===== config.mk =====
export PLATFORM = sky130hd
export DESIGN_NAME = fixed_point_to_ascii_formatter
export DESIGN_NICKNAME = d
export VERILOG_FILES = /design/src/hw/rtl/fpa_pkg.sv /design/src/hw/rtl/fpa_front.sv /design/src/hw/rtl/fpa_queue.sv /design/src/hw/rtl/fpa_back.sv /design/src/hw/rtl/fixed_point_to_ascii_formatter.sv
export SDC_FILE = /design/constraint.sdc
export NUM_CORES = 1
export LEC_CHECK = 0
export BUFFER_PORTS_ARGS = -buffer_cell sky130_fd_sc_hd__buf_2
export CAP_MARGIN = 15
export CELL_PAD_IN_SITES_DETAIL_PLACEMENT = 0
export CELL_PAD_IN_SITES_GLOBAL_PLACEMENT = 1
export CORE_UTILIZATION = 51
export DETAILED_ROUTE_END_ITERATION = 8
export PLACE_DENSITY = 0.91
export RECOVER_POWER = 50
export SETUP_SLACK_MARGIN = 0.15
export SLEW_MARGIN = 20
export SYNTH_ARGS = -nofsm -noshare
export SYNTH_HDL_FRONTEND = slang
export SYNTH_HIERARCHICAL = 1
export SYNTH_SLANG_ARGS = --single-unit

===== constraint.sdc =====
create_clock -name clk -period 7.4 [get_ports clk]
set_clock_uncertainty 0.15 [all_clocks]
set_input_delay 0.37 -clock clk [delete_from_list [all_inputs] [get_ports clk]]
set_output_delay 0.37 -clock clk [all_outputs]
set_load 0.1 [all_outputs]

===== src/hw/rtl/fpa_pkg.sv =====
`timescale 1ns / 1ps
// fpa_pkg: shared types, character codes and digit helpers for the formatter
// no dependencies; used by every module of the formatter

package fpa_pkg;

    localparam int NUM_W  = 17;   // widest number to split: hundredths below 100000
    localparam int Q_W    = 10;   // number / 100, below 1000
    localparam int CH_W   = 6;    // ascii code masked to six bits
    localparam int QUEUE_DEPTH = 2;

    localparam logic [17:0] RECIP_100 = 18'd167773;  // ceil(2^24 / 100)
    localparam int          RECIP_SHIFT = 24;
    localparam logic [5:0]  RECIP_100_SMALL = 6'd41;  // ceil(2^12 / 100), q below 1000
    localparam int          RECIP_SMALL_SHIFT = 12;

    localparam logic [31:0] DEC_LIMIT = 32'd9999;
    localparam logic [31:0] BIN_LIMIT = 32'd255999;   // rounds up to 1000.00

    localparam logic [CH_W-1:0] CH_SPACE = 6'd32;
    localparam logic [CH_W-1:0] CH_STAR  = 6'd42;
    localparam logic [CH_W-1:0] CH_MINUS = 6'd45;
    localparam logic [CH_W-1:0] CH_POINT = 6'd46;
    localparam logic [CH_W-1:0] CH_ZERO  = 6'd48;

    localparam logic MODE_DEC = 1'b0;
    localparam logic MODE_BIN = 1'b1;

    // classified item passed from front to back
    typedef struct packed {
        logic             mode;
        logic             oor;
        logic             neg;
        logic [NUM_W-1:0] num;
    } item_t;

    typedef struct packed {
        logic [3:0] tens;
        logic [3:0] ones;
    } dig2_t;

    // two decimal digits of a value below 100
    function automatic dig2_t split2(input logic [6:0] x);
        logic [14:0] prod;
        dig2_t       d;
        prod   = 15'(x) * 15'd205;
        d.tens = prod[14:11];
        d.ones = 4'(x - 7'(d.tens) * 7'd10);
        return d;
    endfunction

    function automatic logic [CH_W-1:0] digit_char(input logic [3:0] d);
        return CH_ZERO + CH_W'(d);
    endfunction

endpackage


===== src/hw/rtl/fpa_front.sv =====
`timescale 1ns / 1ps
// fpa_front: classifies an incoming value, range check and scaling to an integer
// depends on fpa_pkg

module fpa_front
(
    input  logic               req_type,
    input  logic [31:0]        value,
    output fpa_pkg::item_t     item
);

    logic        neg;
    logic [31:0] mag;
    logic [22:0] h_sum;

    assign neg   = value[31];
    assign mag   = neg ? (32'd0 - value) : value;
    // hundredths, rounded half up: (value * 25 + 32) / 64
    assign h_sum = 23'(value[17:0]) * 23'd25 + 23'd32;

    always_comb
    begin
        item.mode = req_type;
        if (req_type == fpa_pkg::MODE_DEC)
        begin
            item.oor = mag > fpa_pkg::DEC_LIMIT;
            item.neg = neg;
            item.num = item.oor ? '0 : fpa_pkg::NUM_W'(mag[13:0]);
        end
        else
        begin
            item.oor = value >= fpa_pkg::BIN_LIMIT;
            item.neg = 1'b0;
            item.num = item.oor ? '0 : h_sum[22:6];
        end
    end

endmodule


===== src/hw/rtl/fpa_queue.sv =====
`timescale 1ns / 1ps
// fpa_queue: two-entry item queue between front and back
// depends on fpa_pkg

module fpa_queue
(
    input  logic           clk,
    input  logic           rst_n,
    input  logic           in_valid,
    output logic           in_ready,
    input  fpa_pkg::item_t in_item,
    output logic           out_valid,
    input  logic           out_ready,
    output fpa_pkg::item_t out_item
);

    fpa_pkg::item_t mem_reg [fpa_pkg::QUEUE_DEPTH];
    logic       wr_ptr_reg, wr_ptr_next;
    logic       rd_ptr_reg, rd_ptr_next;
    logic [1:0] cnt_reg, cnt_next;
    logic       push, pop;

    assign in_ready  = cnt_reg != 2'(fpa_pkg::QUEUE_DEPTH);
    assign out_valid = cnt_reg != 2'd0;
    assign out_item  = mem_reg[rd_ptr_reg];
    assign push      = in_valid && in_ready;
    assign pop       = out_valid && out_ready;

    always_comb
    begin
        wr_ptr_next = push ? ~wr_ptr_reg : wr_ptr_reg;
        rd_ptr_next = pop ? ~rd_ptr_reg : rd_ptr_reg;
        cnt_next    = cnt_reg + 2'(push) - 2'(pop);
    end

    always_ff @(posedge clk or negedge rst_n)
    begin
        if (!rst_n)
        begin
            wr_ptr_reg <= 1'b0;
            rd_ptr_reg <= 1'b0;
            cnt_reg    <= 2'd0;
        end
        else
        begin
            wr_ptr_reg <= wr_ptr_next;
            rd_ptr_reg <= rd_ptr_next;
            cnt_reg    <= cnt_next;
        end
    end

    always_ff @(posedge clk)
    begin
        if (push)
            mem_reg[wr_ptr_reg] <= in_item;
    end

endmodule


===== src/hw/rtl/fpa_back.sv =====
`timescale 1ns / 1ps
// fpa_back: digit split pipeline and character assembly with output register
// depends on fpa_pkg

module fpa_back
(
    input  logic                        clk,
    input  logic                        rst_n,
    input  logic                        in_valid,
    output logic                        in_ready,
    input  fpa_pkg::item_t              in_item,
    output logic                        out_valid,
    input  logic                        out_ready,
    output logic [fpa_pkg::CH_W*6-1:0]  out_chars,
    output logic                        out_oor
);

    // stage 1: number / 100
    logic                    b1_v_reg;
    fpa_pkg::item_t          b1_item_reg;
    logic [fpa_pkg::Q_W-1:0] b1_q_reg;
    // stage 2: remainder and hundreds of the quotient
    logic                    b2_v_reg;
    logic                    b2_mode_reg, b2_oor_reg, b2_neg_reg;
    logic [fpa_pkg::Q_W-1:0] b2_q_reg;
    logic [3:0]              b2_hq_reg;
    logic [6:0]              b2_r_reg;
    // output register
    logic                        out_v_reg;
    logic [fpa_pkg::CH_W*6-1:0]  chars_reg, chars_next;
    logic                        oor_reg;

    logic        out_en, b2_en, b1_en;
    logic [34:0] q_prod;
    logic [15:0] hq_prod;
    logic [fpa_pkg::NUM_W-1:0] r_full;
    logic [fpa_pkg::Q_W-1:0]   lowq_full;
    fpa_pkg::dig2_t hi_d, lo_d;
    logic [fpa_pkg::CH_W-1:0] c0, c1, c2, c3, c4, c5;

    assign out_en   = !out_v_reg || out_ready;
    assign b2_en    = !b2_v_reg || out_en;
    assign b1_en    = !b1_v_reg || b2_en;
    assign in_ready = b1_en;

    assign q_prod  = 35'(in_item.num) * 35'(fpa_pkg::RECIP_100);
    assign hq_prod = 16'(b1_q_reg) * 16'(fpa_pkg::RECIP_100_SMALL);
    assign r_full  = b1_item_reg.num - fpa_pkg::NUM_W'(b1_q_reg) * fpa_pkg::NUM_W'(100);

    assign lowq_full = b2_q_reg - fpa_pkg::Q_W'(b2_hq_reg) * fpa_pkg::Q_W'(100);
    assign hi_d      = fpa_pkg::split2(lowq_full[6:0]);
    assign lo_d      = fpa_pkg::split2(b2_r_reg);

    always_comb
    begin
        if (b2_mode_reg == fpa_pkg::MODE_DEC)
        begin
            if (b2_oor_reg)
            begin
                c0 = fpa_pkg::CH_SPACE; c1 = fpa_pkg::CH_STAR; c2 = fpa_pkg::CH_POINT;
                c3 = fpa_pkg::CH_STAR;  c4 = fpa_pkg::CH_STAR; c5 = fpa_pkg::CH_STAR;
            end
            else
            begin
                c0 = b2_neg_reg ? fpa_pkg::CH_MINUS : fpa_pkg::CH_SPACE;
                c1 = fpa_pkg::digit_char(hi_d.tens);
                c2 = fpa_pkg::CH_POINT;
                c3 = fpa_pkg::digit_char(hi_d.ones);
                c4 = fpa_pkg::digit_char(lo_d.tens);
                c5 = fpa_pkg::digit_char(lo_d.ones);
            end
        end
        else
        begin
            if (b2_oor_reg)
            begin
                c0 = fpa_pkg::CH_STAR;  c1 = fpa_pkg::CH_STAR; c2 = fpa_pkg::CH_STAR;
                c3 = fpa_pkg::CH_POINT; c4 = fpa_pkg::CH_STAR; c5 = fpa_pkg::CH_STAR;
            end
            else
            begin
                // leading blanks for integer parts below 100 and below 10
                c0 = (b2_hq_reg != 4'd0) ? fpa_pkg::digit_char(b2_hq_reg)
                                         : fpa_pkg::CH_SPACE;
                c1 = (b2_q_reg >= fpa_pkg::Q_W'(10)) ? fpa_pkg::digit_char(hi_d.tens)
                                                    : fpa_pkg::CH_SPACE;
                c2 = fpa_pkg::digit_char(hi_d.ones);
                c3 = fpa_pkg::CH_POINT;
                c4 = fpa_pkg::digit_char(lo_d.tens);
                c5 = fpa_pkg::digit_char(lo_d.ones);
            end
        end
        chars_next = {c5, c4, c3, c2, c1, c0};
    end

    always_ff @(posedge clk or negedge rst_n)
    begin
        if (!rst_n)
        begin
            b1_v_reg  <= 1'b0;
            b2_v_reg  <= 1'b0;
            out_v_reg <= 1'b0;
        end
        else
        begin
            if (b1_en)
                b1_v_reg <= in_valid;
            if (b2_en)
                b2_v_reg <= b1_v_reg;
            if (out_en)
                out_v_reg <= b2_v_reg;
        end
    end

    always_ff @(posedge clk)
    begin
        if (b1_en)
        begin
            b1_item_reg <= in_item;
            b1_q_reg    <= q_prod[fpa_pkg::RECIP_SHIFT +: fpa_pkg::Q_W];
        end
        if (b2_en)
        begin
            b2_mode_reg <= b1_item_reg.mode;
            b2_oor_reg  <= b1_item_reg.oor;
            b2_neg_reg  <= b1_item_reg.neg;
            b2_q_reg    <= b1_q_reg;
            b2_hq_reg   <= hq_prod[fpa_pkg::RECIP_SMALL_SHIFT +: 4];
            b2_r_reg    <= r_full[6:0];
        end
        if (out_en)
        begin
            chars_reg <= chars_next;
            oor_reg   <= b2_oor_reg;
        end
    end

    assign out_valid = out_v_reg;
    assign out_chars = chars_reg;
    assign out_oor   = oor_reg;

endmodule


===== src/hw/rtl/fixed_point_to_ascii_formatter.sv =====
`timescale 1ns / 1ps
// fixed_point_to_ascii_formatter: top level, front classifier, item queue, back pipeline
// depends on fpa_pkg, fpa_front, fpa_queue, fpa_back

// Turns one 32-bit fixed-point value into six ASCII display characters.
// tuser selects the format: 0 reads tdata as two's complement thousandths and
// gives sign, digit, point, three digits; 1 reads it as unsigned 1/256 units
// and gives the value rounded half up to hundredths, right aligned with
// leading blanks. Values that do not fit give stars and set tuser on the
// output side. The block takes one item per clock cycle with no gaps: the
// front classifies and scales in the accept cycle, a two-entry queue parts it
// from the back, and the back is a three-register pipeline (divide by 100,
// remainder and hundreds, character assembly into the output register).
// An accepted item passes through its queue entry and then the three back
// registers in order; the queue and pipeline absorb a stalled output without
// dropping the input rate until they fill.

module fixed_point_to_ascii_formatter
(
    input  logic        clk,
    input  logic        rst_n,
    input  logic        s_axis_tvalid,
    output logic        s_axis_tready,
    input  logic [31:0] s_axis_tdata,   // [31:0] value
    input  logic        s_axis_tuser,   // [0] req_type
    output logic        m_axis_tvalid,
    input  logic        m_axis_tready,
    output logic [39:0] m_axis_tdata,   // [5:0] char_0 .. [35:30] char_5, [39:36] zero
    output logic        m_axis_tuser    // [0] out_of_range
);

    fpa_pkg::item_t front_item;
    fpa_pkg::item_t queue_item;
    logic           queue_valid;
    logic           back_ready;
    logic [fpa_pkg::CH_W*6-1:0] chars;

    // front: range check and scaling, combinational in the accept cycle
    fpa_front u_front
    (
        .req_type (s_axis_tuser),
        .value    (s_axis_tdata),
        .item     (front_item)
    );

    // queue: decouples input acceptance from back-end stalls
    fpa_queue u_queue
    (
        .clk       (clk),
        .rst_n     (rst_n),
        .in_valid  (s_axis_tvalid),
        .in_ready  (s_axis_tready),
        .in_item   (front_item),
        .out_valid (queue_valid),
        .out_ready (back_ready),
        .out_item  (queue_item)
    );

    // back: digit split and character assembly
    fpa_back u_back
    (
        .clk       (clk),
        .rst_n     (rst_n),
        .in_valid  (queue_valid),
        .in_ready  (back_ready),
        .in_item   (queue_item),
        .out_valid (m_axis_tvalid),
        .out_ready (m_axis_tready),
        .out_chars (chars),
        .out_oor   (m_axis_tuser)
    );

    assign m_axis_tdata = {4'd0, chars};

    // a flagged item always shows a star in the second position
    assert property (@(posedge clk) disable iff (!rst_n)
        m_axis_tvalid && m_axis_tuser |-> chars[11:6] == fpa_pkg::CH_STAR)
        else $error("flagged item without star pattern");

    // every item carries its point in the third or fourth position
    assert property (@(posedge clk) disable iff (!rst_n)
        m_axis_tvalid |-> chars[17:12] == fpa_pkg::CH_POINT ||
                          chars[23:18] == fpa_pkg::CH_POINT)
        else $error("decimal point missing");

    // a minus sign only appears on a value that could be shown
    assert property (@(posedge clk) disable iff (!rst_n)
        m_axis_tvalid && chars[5:0] == fpa_pkg::CH_MINUS |-> !m_axis_tuser)
        else $error("minus sign on flagged item");

endmodule


; Word level (Yosys, flattened, before mapping)
; Memories as Yosys holds them, arrays and structs flattened.
; Cells that the tools add are included.
[op_classes]
magnitude_cmp = 3
mux = 16
add_sub_neg = 13
n_eq_ne = 1
bitwise = 2
mul = 9
reduce_logical = 10
[op_table]
columns = operator, count
row1 = $mux 6, 9
row2 = $mul 17x18->34 const B, 1
row3 = $ge 32x18->1 const B, 1
row4 = $gt 32x14->1 const B, 1
row5 = $mux 32, 1
row6 = $sub 1x32->32 const A, 1
row7 = $add 5x5->6 const A, 5
row8 = $mul 7x8->15 const B, 2
row9 = $add 23x6->23 const B, 1
row10 = $mul 18x5->23 const B, 1
row11 = $mux 19, 1
row12 = $mux 17, 1
row13 = $mul 10x6->16 const B, 1
row14 = $mux 14, 1
row15 = $sub 7x7->7, 2
row16 = $ge 10x4->1 const B, 1
row17 = $mul 10x5->5 const B, 1
row18 = $mul 4x3->3 const B, 2
row19 = $sub 4x4->4, 2
row20 = $mul 4x5->5 const B, 1
row21 = $mux 4, 1
row22 = $reduce_bool 4->1, 1
row23 = $logic_not 1->1, 3
row24 = $logic_or 1x1->1, 3
row25 = other kinds (7), 10
[totals]
elab_cells = 77
mem_count = 1
ramBits = 40
out_inout_bits = 43
input_bits = 37
reg_bits = 88
[memory_table]
columns = name, depth, width, rd, rd_ports_with_merged_regs, wr, line_no
row1 = u_queue.mem_reg, 2, 20, 1, 0, 1, fpa_queue.sv:17  ; fpa_pkg::item_t mem_reg [fpa_pkg::QUEUE_DEPTH];

; Longest topological paths before layout
[logic_depth]
depth_word = 7
depth_mapped = 25
ltp_nobuf = 25

; Modules after synthesis
; Netlist, hierarchy kept.
[by_module_without_submodules]
columns = module, seq_area_each_um2, cells_per_inst, area_per_inst_um2, instances
row1 = fpa_back, 2297.2, 983, 10770.3, 1
row2 = fpa_front, 0.0, 394, 3195.6, 1
row3 = fpa_queue, 1301.2, 79, 1640.3, 1
row4 = fixed_point_to_ascii_formatter, 0.0, 5, 33.8, 1

; Worst setup path before layout
; Ideal clock, no wire load.
[synth_path]
kind = register -> register
from = register u_queue.rd_ptr_reg
to = register u_back/b1_q_reg[9] (netlist name) (data pin)
synth_period_minus_slack_ps = 6283
required_time_ps = 6984
setup_time_ps = 266
path_buffers = 1
path_stages_with_launch = 23
setup_slack_ps = 1117
arrival_ps = 5867
cell_sequence = dfrtp_1 > buf_4 > mux2_1 > fa_1 > inv_1 > fa_1 > inv_1 > fa_1 > inv_1 > fa_1 > inv_1 > fa_1 > inv_1 > fa_1 > inv_1 > ha_1 > a211oi_1 > nor2_1 > a211oi_2 > o31ai_2 > o31ai_2 > mux2i_1 > nand4_1
[synth_lines]
columns = item, line_no
row1 = start: declaration, fpa_queue.sv:19  ; logic rd_ptr_reg, rd_ptr_next;
row2 = start signal: assignment, fpa_queue.sv:47  ; rd_ptr_reg <= rd_ptr_next;
row3 = end signal: assignment, fpa_back.sv:120  ; b1_q_reg <= q_prod[fpa_pkg::RECIP_SHIFT +: fpa_pkg::Q_W];
row4 = end: declaration, fpa_back.sv:21  ; logic [fpa_pkg::Q_W-1:0] b1_q_reg;

==> reports/results.ini <==
[yosys]
synth_async_sr_flop_share_pct=5.79
postSynthCellCount=1461
synth_flop_cell=edfxtp_1
synth.distinct_cells=93
synth-seq-cells=121
synth_top_area_share_pct=26.2
yosys-top-cells-count=328 x ha_1, 323 x inv_1, 146 x fa_1
netlist_area_um2=15600
ys_warn_count=6
synth.largest_area_cell=ha_1
syn_avg_cell_area_um2=10.7
yosys-top-cells-area=ha_1 26%, edfxtp_1 22%, fa_1 19%, inv_1 7.8%, xnor2_1 2.7%
ys_seq_area_share_pct=23.0
synth_most_common_cell=ha_1
synth-edff-count=114

[global_routing]
antenna_found_initial=0
gr-total-overflow=0
grt_max_degree=42
grt_util_all_layers_pct=21.5
grt_pass1_wl_um=52900
grt_pass1_vias=11000

[placement]
hpwl_um=26900
port_buffers=69
gp_congestion=0.968

[clock_tree]
cts_tree=yes
htree_num_levels=4
cts_setup_buffers=0
cts_buffers=17
clock_path_buffers=2
clk_latency_ns=0.42
clock_sinks=121
cts.reportedPaths.clkPinSlew_ns=0.05
root_buffer=clkbuf_16

[detailed_routing]
vias=10300
ant_nets=0
drt_iter0_drc=391
wl_um=31600
first_pass_iters=5
vias_per_cell=5.33
remaining_drc_errors=0
wl_per_cell_um=16.3

[worst_setup_path]
r2r_start=u_queue/rd_ptr_reg$_DFFE_PN0P_
critical_path_class=reg -> reg
worst_ep_arrival_time_ns=6.94
start_kind=register
end_kind=register
crit_path_start=u_queue/rd_ptr_reg$_DFFE_PN0P_
cp_max_fo=14
critPathRequiredTime_ns=7.41

[run_status]
violations=capacitance limit, slew limit
status=finished, violations left

[min_path]
min-delay-start=m_axis_tready
hp-class=in -> reg

[die]
die_w_um=177
initial_core_util_pct=52.4
core_um2=29900
fp-row-count=63
ioPinCount=80
die-area_um2=31400
die_height_um=177

[cells_and_area]
antennaDiodeCount=0
fin_nets=2049
layout-drive-gt1-share_pct=8.27
area_growth_pct=7.90
largest_register_ffs=40

[sta]
max_freq_mhz=144
tightest_slew_ns=1.85
hold_viol_final=0
fin_setup_tns_ns=0
fin_crit_ns=6.93
setup_violations=0
maxSlewHeadroom_pct=-23.4
slew_viol_final=73
rsz0062_at_grt=false
finalCritPeriodShare_pct=93.7

[job]
drv_cap=2

## metrics by stage
step	setup WS (ns)	hold WS, ns	cells	util (%)	cell area, um^2
after floorplan	1.12	-0.0756	1469	-	15700
after global placement	0.480	0.0600	1908	54.9	16400
after detailed placement	0.252	0.0642	1908	54.9	16400
after CTS	0.251	0.0742	1938	56.6	16900
after global routing	0.192	0.125	1938	56.5	16900
final	0.467	0.110	1938	56.5	16900
## critical path: stages, from the launching register on
cell and delay [ns]:
dfrtp_2 0.57, mux2_1 0.54, fa_1 0.63, inv_1 0.07
fa_1 0.48, inv_1 0.06, fa_1 0.51, inv_1 0.05
fa_1 0.47, inv_1 0.05, fa_1 0.53, inv_1 0.05
fa_1 0.53, inv_1 0.05, ha_1 0.34, a211oi_1 0.25
nor2_1 0.09, a211oi_2 0.37, o31ai_2 0.15, o31ai_2 0.41
mux2i_1 0.23, nand4_1 0.09
## cell usage in the layout, fill, tap and decap left out, drive strengths merged, types with 10 or more instances in the layout
cell,n
inv,323
and3,10
xnor2,49
mux2,22
nor2b,10
xor2,19
nor2,38
a21o,23
nand4,16
o21ai,26
ha,328
conb,10
o22ai,15
nor3,27
and2,12
nand2b,11
clkbuf,29
nand2,45
buf,68
nand3,18
a21oi,44
fa,146
edfxtp,114
## timing repair
item | 4_1_cts | 5_1_grt
hold buffers | 1 | 0
resized for setup | 0 | 1
endpoints found under the hold margin | 7 | 0
endpoints found under the setup margin | 0 | 2
## logic make-up after synthesis
logic type,Yosys count,share of synthesized area [%]
compound gates,190,9.11
xor+xnor,69,3.95
fa+ha+maj,474,44.9
buf+inv,349,8.78
flops,121,23.0
mux,28,1.97
other cells,2,0.0480
simple gates,228,8.20
## final timing paths
kind / to / slack [ns] / cells after the start
worst max-delay path: u_back/b1_q_reg[9]$_DFFE_PP_ / 0.47 / 21
worst min-delay path: u_back/out_valid$_DFFE_PN0P_ / 0.11 / 3
worst max register to register: u_back/b1_q_reg[9]$_DFFE_PP_ / 0.47 / 21
worst min register to register: u_back/b2_r_reg[0]$_DFFE_PP_ / 0.27 / 0
max in group asynchronous: u_queue/rd_ptr_reg$_DFFE_PN0P_ / 6.57 / 2
min in group asynchronous: u_back/out_valid$_DFFE_PN0P_ / 0.23 / 2
## layout make-up
type                       count  area [um^2]
multi-input combinational    999        10700
clock buffer                  22          444
timing repair buffer          76          382
tap                          390          488
sequential                   121         3600
clock inverter                 7         55.1
inverter                     323         1210
fill                        2560        13000
## per-layer routing
metal / vias up / part of all wire (%) / global-route usage (%)
li1: 5112 / - / -
met1: 4970 / 44 / 26.1
met2: 197 / 50 / 38.6
met3: 56 / 3.0 / 2.81
met4: 0 / 3.2 / 8.01
met5: - / 0 / 0
Power is left out: the tool's default activity adds up to more than one toggle a clock period on the data nets, which glitch-free logic cannot reach.
